--- config.mk ---
export PLATFORM = sky130hd
export DESIGN_NAME = pin_change_event_encoder_top
export DESIGN_NICKNAME = d
export VERILOG_FILES = /design/src/sv/pcee_pkg.sv /design/src/sv/pcee_front.sv /design/src/sv/pcee_fifo.sv /design/src/sv/pcee_back.sv /design/src/sv/pin_change_event_encoder_top.sv
export SDC_FILE = /design/constraint.sdc
export NUM_CORES = 1
export LEC_CHECK = 0
export CORE_ASPECT_RATIO = 1.4
export CORE_MARGIN = 3
export CORE_UTILIZATION = 30
export DETAILED_ROUTE_END_ITERATION = 8
export DONT_BUFFER_PORTS = 1
export SLEW_MARGIN = 30
export SYNTH_ARGS = -nofsm -noshare
export SYNTH_HDL_FRONTEND = slang
export SYNTH_SLANG_ARGS = --single-unit
--- constraint.sdc ---
create_clock -name clk -period 10.7 [get_ports clk]
set_clock_uncertainty 0.1 [all_clocks]
set_input_delay 2.14 -clock clk [delete_from_list [all_inputs] [get_ports clk]]
set_output_delay 2.14 -clock clk [all_outputs]
set_load 0.05 [all_outputs]
--- src/sv/pcee_pkg.sv ---
// Shared types, constants and helpers for the pin change event encoder.
// No dependencies; imported by every module of the block.
package pcee_pkg;

	localparam int SAMPLE_BITS = 10;
	localparam int VOL_W       = 10;
	localparam int PIN_COUNT   = 9;
	localparam int IDX_W       = $clog2(PIN_COUNT);
	localparam int FIFO_DEPTH  = 2;
	localparam int PTR_W       = $clog2(FIFO_DEPTH);
	localparam int CNT_W       = $clog2(FIFO_DEPTH + 1);

	localparam logic [VOL_W-1:0] SAMPLE_MASK = VOL_W'((64'd1 << SAMPLE_BITS) - 64'd1);
	localparam logic [VOL_W-1:0] DEADBAND_RESET = 10'd8;
	localparam logic [7:0] VOLUME_HEADER = 8'h13;

	// Port select per pin in visiting order: 1 picks port two, 0 port one.
	localparam logic [PIN_COUNT-1:0] PIN_PORT = 9'b000001011;
	typedef logic [2:0] pin_bit_t;
	localparam pin_bit_t PIN_BIT [PIN_COUNT] = '{
		3'd1, 3'd2, 3'd0, 3'd0, 3'd2, 3'd3, 3'd4, 3'd5, 3'd6
	};
	typedef logic [7:0] code_t;
	localparam code_t RISE_CODE [PIN_COUNT] = '{
		8'h01, 8'h03, 8'h05, 8'h07, 8'h09, 8'h0B, 8'h0D, 8'h0F, 8'h11
	};
	localparam code_t FALL_CODE [PIN_COUNT] = '{
		8'h02, 8'h04, 8'h06, 8'h08, 8'h0A, 8'h0C, 8'h0E, 8'h10, 8'h12
	};

	// Volume bytes still to send, counted down.
	typedef enum logic [1:0] {
		VOL_NONE = 2'd0,
		VOL_LOW  = 2'd1,
		VOL_HIGH = 2'd2,
		VOL_HDR  = 2'd3
	} vol_step_t;

	typedef struct packed {
		logic [PIN_COUNT-1:0] chg;
		logic [PIN_COUNT-1:0] lvl;
		logic                 vol;
		logic [VOL_W-1:0]     sample;
	} job_t;

	function automatic logic [PIN_COUNT-1:0] watched_pins(input logic [7:0] p1,
			input logic [7:0] p2);
		logic [PIN_COUNT-1:0] r;
		for (int i = 0; i < PIN_COUNT; i++) begin
			r[i] = PIN_PORT[i] ? p2[PIN_BIT[i]] : p1[PIN_BIT[i]];
		end
		return r;
	endfunction

	function automatic logic [IDX_W-1:0] lowest_index(input logic [PIN_COUNT-1:0] m);
		logic [IDX_W-1:0] r;
		r = '0;
		for (int i = PIN_COUNT - 1; i >= 0; i--) begin
			if (m[i]) begin
				r = IDX_W'(i);
			end
		end
		return r;
	endfunction

endpackage

--- src/sv/pcee_front.sv ---
// Front end: accepts snapshots, detects pin edges and volume reports.
// Holds the pin levels, reported volume and deadband. Uses pcee_pkg.
module pcee_front (
	input  logic                  clk,
	input  logic                  arst_n,
	input  logic                  in_valid,
	output logic                  in_ready,
	input  logic [7:0]            port_one_pins,
	input  logic [7:0]            port_two_pins,
	input  logic [9:0]            volume_sample,
	input  logic                  cfg_wr_en,
	input  logic [9:0]            cfg_wr_data,
	input  logic                  q_ready,
	output logic                  q_push,
	output pcee_pkg::job_t        q_job
);
	import pcee_pkg::*;

	logic [PIN_COUNT-1:0] levels_q;
	logic [VOL_W-1:0]     reported_q;
	logic [VOL_W-1:0]     deadband_q;

	logic [PIN_COUNT-1:0] now;
	logic [VOL_W-1:0]     sample;
	logic [VOL_W-1:0]     diff;
	logic                 vol;
	logic                 accept;

	always_comb begin
		now    = watched_pins(port_one_pins, port_two_pins);
		sample = volume_sample & SAMPLE_MASK;
		diff   = (sample >= reported_q) ? (sample - reported_q) : (reported_q - sample);
		vol    = diff > deadband_q;
	end

	assign in_ready = q_ready;
	assign accept   = in_valid && in_ready;

	assign q_job.chg    = now ^ levels_q;
	assign q_job.lvl    = now;
	assign q_job.vol    = vol;
	assign q_job.sample = sample;
	// quiet inputs produce no job
	assign q_push = accept && (vol || (q_job.chg != '0));

	always_ff @(posedge clk or negedge arst_n) begin
		if (!arst_n) begin
			levels_q   <= '0;
			reported_q <= '0;
			deadband_q <= DEADBAND_RESET;
		end else begin
			if (cfg_wr_en) begin
				deadband_q <= cfg_wr_data;
			end
			if (accept) begin
				levels_q <= now;
				if (vol) begin
					reported_q <= sample;
				end
			end
		end
	end

endmodule

--- src/sv/pcee_fifo.sv ---
// Short job queue between front and back, held in flip-flops.
// Depth from pcee_pkg::FIFO_DEPTH. Uses pcee_pkg.
module pcee_fifo (
	input  logic           clk,
	input  logic           arst_n,
	input  logic           push,
	input  pcee_pkg::job_t push_job,
	output logic           not_full,
	input  logic           pop,
	output logic           not_empty,
	output pcee_pkg::job_t pop_job
);
	import pcee_pkg::*;

	job_t             mem_q [FIFO_DEPTH];
	logic [PTR_W-1:0] wr_ptr_q;
	logic [PTR_W-1:0] rd_ptr_q;
	logic [CNT_W-1:0] count_q;

	assign not_full  = count_q != CNT_W'(FIFO_DEPTH);
	assign not_empty = count_q != '0;
	assign pop_job   = mem_q[rd_ptr_q];

	always_ff @(posedge clk) begin
		if (push) begin
			mem_q[wr_ptr_q] <= push_job;
		end
	end

	always_ff @(posedge clk or negedge arst_n) begin
		if (!arst_n) begin
			wr_ptr_q <= '0;
			rd_ptr_q <= '0;
			count_q  <= '0;
		end else begin
			if (push) begin
				wr_ptr_q <= (wr_ptr_q == PTR_W'(FIFO_DEPTH - 1)) ? '0 : wr_ptr_q + 1'b1;
			end
			if (pop) begin
				rd_ptr_q <= (rd_ptr_q == PTR_W'(FIFO_DEPTH - 1)) ? '0 : rd_ptr_q + 1'b1;
			end
			case ({push, pop})
				2'b10:   count_q <= count_q + 1'b1;
				2'b01:   count_q <= count_q - 1'b1;
				default: count_q <= count_q;
			endcase
		end
	end

endmodule

--- src/sv/pcee_back.sv ---
// Back end: takes jobs from the queue and sends one event byte per cycle while out_ready is high.
// Edge codes first in pin order, then the volume report. Uses pcee_pkg.
module pcee_back (
	input  logic           clk,
	input  logic           arst_n,
	input  logic           q_valid,
	input  pcee_pkg::job_t q_job,
	output logic           q_pop,
	output logic           out_valid,
	input  logic           out_ready,
	output logic [7:0]     event_byte,
	output logic           burst_last
);
	import pcee_pkg::*;

	logic [PIN_COUNT-1:0] rem_q;
	logic [PIN_COUNT-1:0] lvl_q;
	vol_step_t            vstep_q;
	logic [VOL_W-1:0]     sample_q;
	logic                 out_valid_q;
	logic [7:0]           byte_q;
	logic                 last_q;

	logic                 active;
	logic                 take;
	logic [IDX_W-1:0]     idx;
	logic [PIN_COUNT-1:0] rem_next;
	vol_step_t            vstep_next;
	logic [7:0]           byte_d;
	logic                 last_d;

	assign active = (rem_q != '0) || (vstep_q != VOL_NONE);
	assign take   = !out_valid_q || out_ready;

	always_comb begin
		idx        = lowest_index(rem_q);
		rem_next   = rem_q;
		vstep_next = vstep_q;
		byte_d     = '0;
		if (rem_q != '0) begin
			rem_next[idx] = 1'b0;
			byte_d = lvl_q[idx] ? RISE_CODE[idx] : FALL_CODE[idx];
		end else begin
			case (vstep_q)
				VOL_HDR: begin
					byte_d     = VOLUME_HEADER;
					vstep_next = VOL_HIGH;
				end
				VOL_HIGH: begin
					byte_d     = 8'(sample_q >> 8);
					vstep_next = VOL_LOW;
				end
				VOL_LOW: begin
					byte_d     = sample_q[7:0];
					vstep_next = VOL_NONE;
				end
				default: begin
					byte_d     = '0;
					vstep_next = VOL_NONE;
				end
			endcase
		end
		last_d = (rem_next == '0) && (vstep_next == VOL_NONE);
	end

	// fetch the next job while the last byte of the current one goes out
	assign q_pop = take && q_valid && (!active || last_d);

	always_ff @(posedge clk or negedge arst_n) begin
		if (!arst_n) begin
			rem_q       <= '0;
			vstep_q     <= VOL_NONE;
			out_valid_q <= 1'b0;
		end else if (take) begin
			out_valid_q <= active;
			if (q_pop) begin
				rem_q   <= q_job.chg;
				vstep_q <= q_job.vol ? VOL_HDR : VOL_NONE;
			end else if (active) begin
				rem_q   <= rem_next;
				vstep_q <= vstep_next;
			end
		end
	end

	always_ff @(posedge clk) begin
		if (take) begin
			byte_q <= byte_d;
			last_q <= last_d;
			if (q_pop) begin
				lvl_q    <= q_job.lvl;
				sample_q <= q_job.sample;
			end
		end
	end

	assign out_valid  = out_valid_q;
	assign event_byte = byte_q;
	assign burst_last = last_q;

endmodule

--- src/sv/pin_change_event_encoder_top.sv ---
// Top level of the pin change event encoder: front, job queue and back.
// Depends on pcee_pkg, pcee_front, pcee_fifo and pcee_back.
//
//   channel | signals                                          | transfer when
//   --------+--------------------------------------------------+----------------------
//   input   | port_one_pins, port_two_pins, volume_sample      | in_valid && in_ready
//   output  | event_byte, burst_last                           | out_valid && out_ready
//   config  | cfg_wr_data (volume deadband)                    | cfg_wr_en
//
// One output byte per cycle while out_ready is high; an input causes 0 to 12 bytes,
// sent through the single byte output register of the back end.
// The front accepts an input per cycle while the two-entry job queue has room.
// An accepted input's job is registered in the job queue, then its first byte in the back end's output register.
// Reset: pin levels low, reported volume 0, deadband 8, queue empty.
module pin_change_event_encoder_top (
	input  logic       clk,
	input  logic       arst_n,
	input  logic       in_valid,
	output logic       in_ready,
	input  logic [7:0] port_one_pins,
	input  logic [7:0] port_two_pins,
	input  logic [9:0] volume_sample,
	output logic       out_valid,
	input  logic       out_ready,
	output logic [7:0] event_byte,
	output logic       burst_last,
	input  logic       cfg_wr_en,
	input  logic [9:0] cfg_wr_data
);
	import pcee_pkg::*;

	job_t push_job;
	job_t pop_job;
	logic push;
	logic pop;
	logic not_full;
	logic not_empty;

	pcee_front u_front (
		.clk           (clk),
		.arst_n        (arst_n),
		.in_valid      (in_valid),
		.in_ready      (in_ready),
		.port_one_pins (port_one_pins),
		.port_two_pins (port_two_pins),
		.volume_sample (volume_sample),
		.cfg_wr_en     (cfg_wr_en),
		.cfg_wr_data   (cfg_wr_data),
		.q_ready       (not_full),
		.q_push        (push),
		.q_job         (push_job)
	);

	pcee_fifo u_fifo (
		.clk       (clk),
		.arst_n    (arst_n),
		.push      (push),
		.push_job  (push_job),
		.not_full  (not_full),
		.pop       (pop),
		.not_empty (not_empty),
		.pop_job   (pop_job)
	);

	pcee_back u_back (
		.clk        (clk),
		.arst_n     (arst_n),
		.q_valid    (not_empty),
		.q_job      (pop_job),
		.q_pop      (pop),
		.out_valid  (out_valid),
		.out_ready  (out_ready),
		.event_byte (event_byte),
		.burst_last (burst_last)
	);

endmodule
Yosys cells after proc, flatten, opt, wreduce, memory -nomap -nowiden
Memories as Yosys holds them, arrays and structs flattened. Index checks and enable logic that the tools add are counted.

ROM bits: 256. Memory bits (writable): 58. Output and inout port bits: 11. Word-level logic and storage cells: 94. Memories: 3. Bits in registers: 73. Bits of input ports: 41.

$lt $le $gt $ge: 5. $add $sub $neg: 6. Mux-type cells: 34. Reductions and logical operators: 23. Eq/ne operators: 6. Bitwise gates (word level): 4.

Memories: (name not given) (words 16, bits a word 8, rd ports 1, clocked after memory_dff 0, write ports 0, RTL line pcee_back.sv:42) `byte_d = lvl_q[idx] ? RISE_CODE[idx] : FALL_CODE[idx];`; (name not given) (words 16, bits a word 8, rd ports 1, clocked after memory_dff 0, write ports 0, RTL line pcee_back.sv:42); u_fifo.mem_q (words 2, bits a word 29, rd ports 1, clocked after memory_dff 0, write ports 1, RTL line pcee_fifo.sv:15) `job_t mem_q [FIFO_DEPTH];`.

Operators by type and width (number): 2-to-1 mux 8 bit (6); 2-to-1 mux 4 bit (9); 2-to-1 mux 9 bit (3); case mux 8 bit (3 select lines) (1); subtractor 10 bit (2); nonzero test 9 bit (2); >= comparator 10 bit (1); > comparator 10 bit (1); 2-to-1 mux 10 bit (1); AND 9 bit (1); zero test 9 bit (1); NOT 9 bit (1); bitwise XOR 9 bit (1); 2-to-1 mux 2 bit (4); case mux 2 bit (2 select lines) (2); nonzero test 2 bit (4); == test 2 bit (second input constant) (3); logical AND 1 bit (6); 2-to-1 mux 1 bit (6); AND reduction 2 bit (3); >= comparator 5 bit (second input constant) (1); less-than comparator 4 x 5 -> 1 bit (second input constant) (1); NOT 4 -> 5 bit (1); binary-select mux 1 bit (select 4 bit) (1); 10 further kinds (16).

Longest topological paths before layout
Depth in word-level cells: 22. Mapped depth: 22. Gate-level depth less buffers: 21.

Cells and area by module
From an unflattened synthesis, not the netlist that was laid out.

Cell total of the unflattened synthesis: 536. Area, all modules: 6809.0 um^2.

Modules (own cells, without submodules): pcee_front (cells each 263, sequential area each 726.9 um^2, area an instance 2483.6 um^2, instances 1); pcee_fifo (cells each 106, sequential area each 1841.8 um^2, area an instance 2397.3 um^2, instances 1); pcee_back (cells each 167, sequential area each 1141.1 um^2, area an instance 1928.1 um^2, instances 1).

Worst setup path after synthesis
OpenSTA, ideal clock, no wires.

Path type: input to register. From: input volume_sample[0]. To: memory u_fifo.mem_q[0][0] in the netlist's numbering, enable pin. Buffers on the path: 1. Stages: 19. Arrival time: 6.214 ns. Path slack: 3.972 ns. Setup time: 0.415 ns. Required time: 10.185 ns. Cell sequence: inv_1 -> ha_1 -> inv_1 -> fa_1 -> a21o_1 -> nand2_1 -> a31oi_1 -> o31a_1 -> buf_2 -> a311oi_1 -> a21oi_1 -> xor2_1 -> ha_1 -> nand4_1 -> o221ai_1 -> a221oi_1 -> nor3_1 -> nor2_1 -> nor2_1.

Cells in the longest elaborated chain, start to end: 7. Elaborated cells on any way between the ends: 9. Classes of those cells: 2 x add/sub; 2 x order compare; 3 x mux; 2 x reduce/logical.

Ends and longest elaborated chain: start: declaration (RTL line pin_change_event_encoder_top.sv:22) `input logic [9:0] volume_sample,`; subtractor 10 bit / >= comparator 10 bit (equally long branches) (RTL line pcee_front.sv:32) `diff = (sample >= reported_q) ? (sample - reported_q) : (reported_q - sample);`; 2-to-1 mux 10 bit * (RTL line pcee_front.sv:32); > comparator 10 bit * (RTL line pcee_front.sv:33) `vol = diff > deadband_q;`; logical OR 1 bit * (RTL line pcee_front.sv:44) `assign q_push = accept && (vol || (q_job.chg != '0));`; logical AND 1 bit * (RTL line pcee_front.sv:44); 2-to-1 mux 1 bit * (RTL line pcee_fifo.sv:25) `if (push) begin`; 2-to-1 mux 1 bit (not written as such) * (RTL line pcee_fifo.sv:26) `mem_q[wr_ptr_q] <= push_job;`; end: declaration (RTL line pcee_fifo.sv:15).

Mark *: on every way between the ends. The rest lies on a longest branch, timed or not.

Worst setup path after layout
From: input volume_sample[0]. To: memory u_fifo.mem_q[1][16] in the netlist's numbering, enable pin.

Same word-level chain as after synthesis.

==> reports/qor.csv <==
stage,metric,value,unit
outcome,result of the run,finished clean,
flow_run,MaxCap Viol Count,0,
critical_path,crit-path max FO,21,
timing,hold_ws,0.406,ns
critical_path,"Largest stage delay, worst path",0.49,ns
power_and_ir_drop,P per Cell Area,348,nW/um^2
timing,Max Clk Rate,155,MHz
clock_tree,clock-pin slew on the worst setup and hold paths,0.06,ns
die,DIE AREA,23300,um^2
critical_path,buffers and inverters on the worst path,4,
clock_tree,Post-CTS Setup Bufs,0,
final_layout,synthesis-to-layout area growth,13.3,%
critical_path,r2r setup slk,5.63,ns
logic_synthesis,library cells used by synthesis,58,
drt,drt total wl,12.7,mm
logic_synthesis,synth warn,0,
placement,Buffers on Ports,0,
critical_path,Top Family by Delay on Critical Path,compound AO/OA/AOI/OAI gates,
logic_synthesis,area share of the largest cell type after synthesis,40.1,%
clock_tree,CTS H-Tree Depth,4,
critical_path,r2r worst-path depth,17,
clock_tree,post-CTS sizing,0,
placement,DP Wirelength,9.30,mm
clock_tree,cts hold-fix bufs,0,
worst_hold_path,Hold Crit Class,flop to flop,
timing,Final Cycle Share,60.5,%
clock_tree,Skew-Pair Late Insertion Delay,0.42,ns
grt,vias in the first global route,4012,
drt,Vias/cell,4.89,
critical_path,worst-path cell chain,"inv_1, ha_1, inv_1, fa_1, a21o_1, nand2_1, a31oi_1, o31a_1, a311oi_1, a21oi_1, xor2_1, ha_1, nand4_1, o221ai_1, a221oi_1, nor3_2, buf_4, nor2_1, nor2_2, buf_4",
clock_tree,clock sink count,131,
timing,Slew @ Worst Pin,0.725,ns
logic_synthesis,sequential area share after synthesis,57.6,%
die,# IOs,52,
logic_synthesis,syn_nets,606,
logic_synthesis,most frequent cells after synthesis,"edfxtp_1, nand2_1, inv_1, dfrtp_1, ha_1",
critical_path,Worst Setup Start Kind,input pin,
grt,first-pass GRT wire length,20.4,mm
clock_tree,Root Driver,clkbuf_16,
logic_synthesis,cell taking the most area after synthesis,edfxtp_1,
die,Die W,130,um
logic_synthesis,top-count cell post-synth,edfxtp_1,
timing,Setup TNS Final,0,ns
placement,DP Worst Slack,3.78,ns
critical_path,Critical Path Slowest Stage Cell,nor2_2,
worst_hold_path,hold path endpoint,u_fifo.count_q[1],
die,row count,62,
logic_synthesis,post-synthesis cell count,528,
clock_tree,CTS Buf Count,17,
worst_hold_path,Hold Path Depth,1,
drt,DRC,0,
clock_tree,CTS tree,yes,
critical_path,CP Class,input pin to flop,
critical_path,CP required,10.70,ns
timing,max-slew violation count,0,
critical_path,Worst Setup End Kind,flop,
drt,Routed WL per cell,15.8,um
timing,Final min period,6.47,ns
final_layout,fillcell total,2006,
logic_synthesis,Seq cells post-synth,131,
placement,routability cong.,0.819,
power_and_ir_drop,Pleak,2.96,nW
grt,GR Overflow Total,0,
logic_synthesis,Mean Syn Cell Area,12.2,um^2
timing,worst setup margin,4.23,ns
drt,DR iter-0 viols,233,
worst_hold_path,worst min-delay path startpoint,u_fifo.count_q[1],
die,Die Y-Extent,179,um
timing,RSZ-0062 raised after global routing,false,
drt,Final ANT Viol Nets,0,
grt,pin count of the biggest net entering global routing,46,
timing,Final Hold Fails,0,
clock_tree,Clock Tree Buf Depth,2,
die,initial cell density of the core,31.0,%
final_layout,ant diodes,0,
critical_path,RR Endpoint,u_fifo.mem_q[1][16],
final_layout,layout cells sized above 1,15.4,%
logic_synthesis,async set-reset flop share out of synthesis,34.4,%
logic_synthesis,most common flop cell mapped by yosys,edfxtp_1,
die,core area,20800,um^2
drt,DR pass1 iterations,4,
critical_path,critical path arrival,6.46,ns
critical_path,R2R Path Start,u_front.reported_q[3],
timing,relative slew slack,51.0,%
logic_synthesis,"top cells by area, synth","edfxtp_1, dfrtp_1, ha_1",
timing,# setup viols final,0,
final_layout,nets,611,
logic_synthesis,Post-synth EDFFs,86,
grt,total global routing track utilization,11.4,%
power_and_ir_drop,Worst VDD drop,0.000122,V
drt,via count,3919,
logic_synthesis,synthesized area,6440,um^2
grt,antenna violations before repair,0,
## how the worst max path moves through the flow
stage,endpoint,slack (ns),depth (start not counted),from
finish,u_fifo.mem_q[1][16],4.23,20,volume_sample[0]
global route,u_fifo.mem_q[1][14],3.88,18,volume_sample[5]
CTS,u_fifo.mem_q[1][16],4.20,20,volume_sample[0]
detailed placement,u_fifo.mem_q[1][13],3.78,20,volume_sample[0]
global placement,u_fifo.mem_q[1][11],3.89,18,volume_sample[5]
floorplan,u_fifo.mem_q[0][0],3.97,19,volume_sample[0]
## layout by cell type (no fill, tap or decap), drive strengths merged, types with 3 or more instances in the layout
master and n:
edfxtp 86, nand2 53, inv 51, dfrtp 44, o21ai 41, ha 35
mux2 30, nor2 25, a21oi 20, mux2i 17, clkbuf 17, xor2 14
a21o 12, xnor2 7, nand2b 6, and2 6, nor4 6, a31oi 5
clkinvlp 5, nor3 5, a221oi 4, buf 4, clkinv 4, or2 3
o21a 3, o221ai 3
## logic make-up (layout without fill, tap and decap cells)
logic type	count (synthesis)	count (layout)	share of synthesized area [%]
AOI/OAI and AO/OA	113	113	11.6
xor gates and xnor gates	21	21	2.97
adders and majority gates	37	37	7.43
buffers and inverters	65	83	4.04
DFF	131	131	57.6
muxes	47	47	7.89
and+or+nand+nor	114	114	8.44
## power by group
group / switching [mW] / total [mW] / internal, mW
logic: 0.606 / 1.02 / 0.418
clock network: 0.221 / 0.564 / 0.344
registers: 0.156 / 0.951 / 0.796
total: 0.982 / 2.54 / 1.56
## registers in the layout, summed over array words and instances (netlist names), 2 cells and up
signal and cells:
u_fifo.mem_q 58, u_back.sample_q 10, u_front.deadband_q 10, u_front.reported_q 10, u_back.lvl_q 9, u_back.rem_q 9, u_front.levels_q 9, u_back.event_byte 8
u_back.vstep_q 2, u_fifo.count_q 2
## stage by stage
step           utilization, %  instances  area [um^2]  total power, mW
5_1_grt                  35.1        802         7290             2.73
3_3_place_gp             32.3        770         6710             1.93
4_1_cts                  35.1        802         7290             2.56
3_5_place_dp             32.3        770         6710             1.98
2_1_floorplan               -        528         6440             1.73
6_report                 35.1        802         7290             2.54
## per-layer routing
layer | GRT usage [%] | vias to the layer above | routed length, um
li1 | - | 1909 | -
met1 | 12.0 | 1886 | 5080
met2 | 20.3 | 96 | 6620
met3 | 3.76 | 28 | 581
met4 | 5.29 | 0 | 380
met5 | 0 | - | 0
## cell type report
class	count	area [um^2]	area share (%)
clock buffers	17	425	5.83
multi-input cells	332	2480	34.0
flip-flops and latches	131	3710	50.9
inverters	47	176	2.42
repair buffers	4	30.0	0.412
clock inverters	15	155	2.13
well taps	256	320	4.39
No activity file was read; power rests on OpenSTA's default activity.
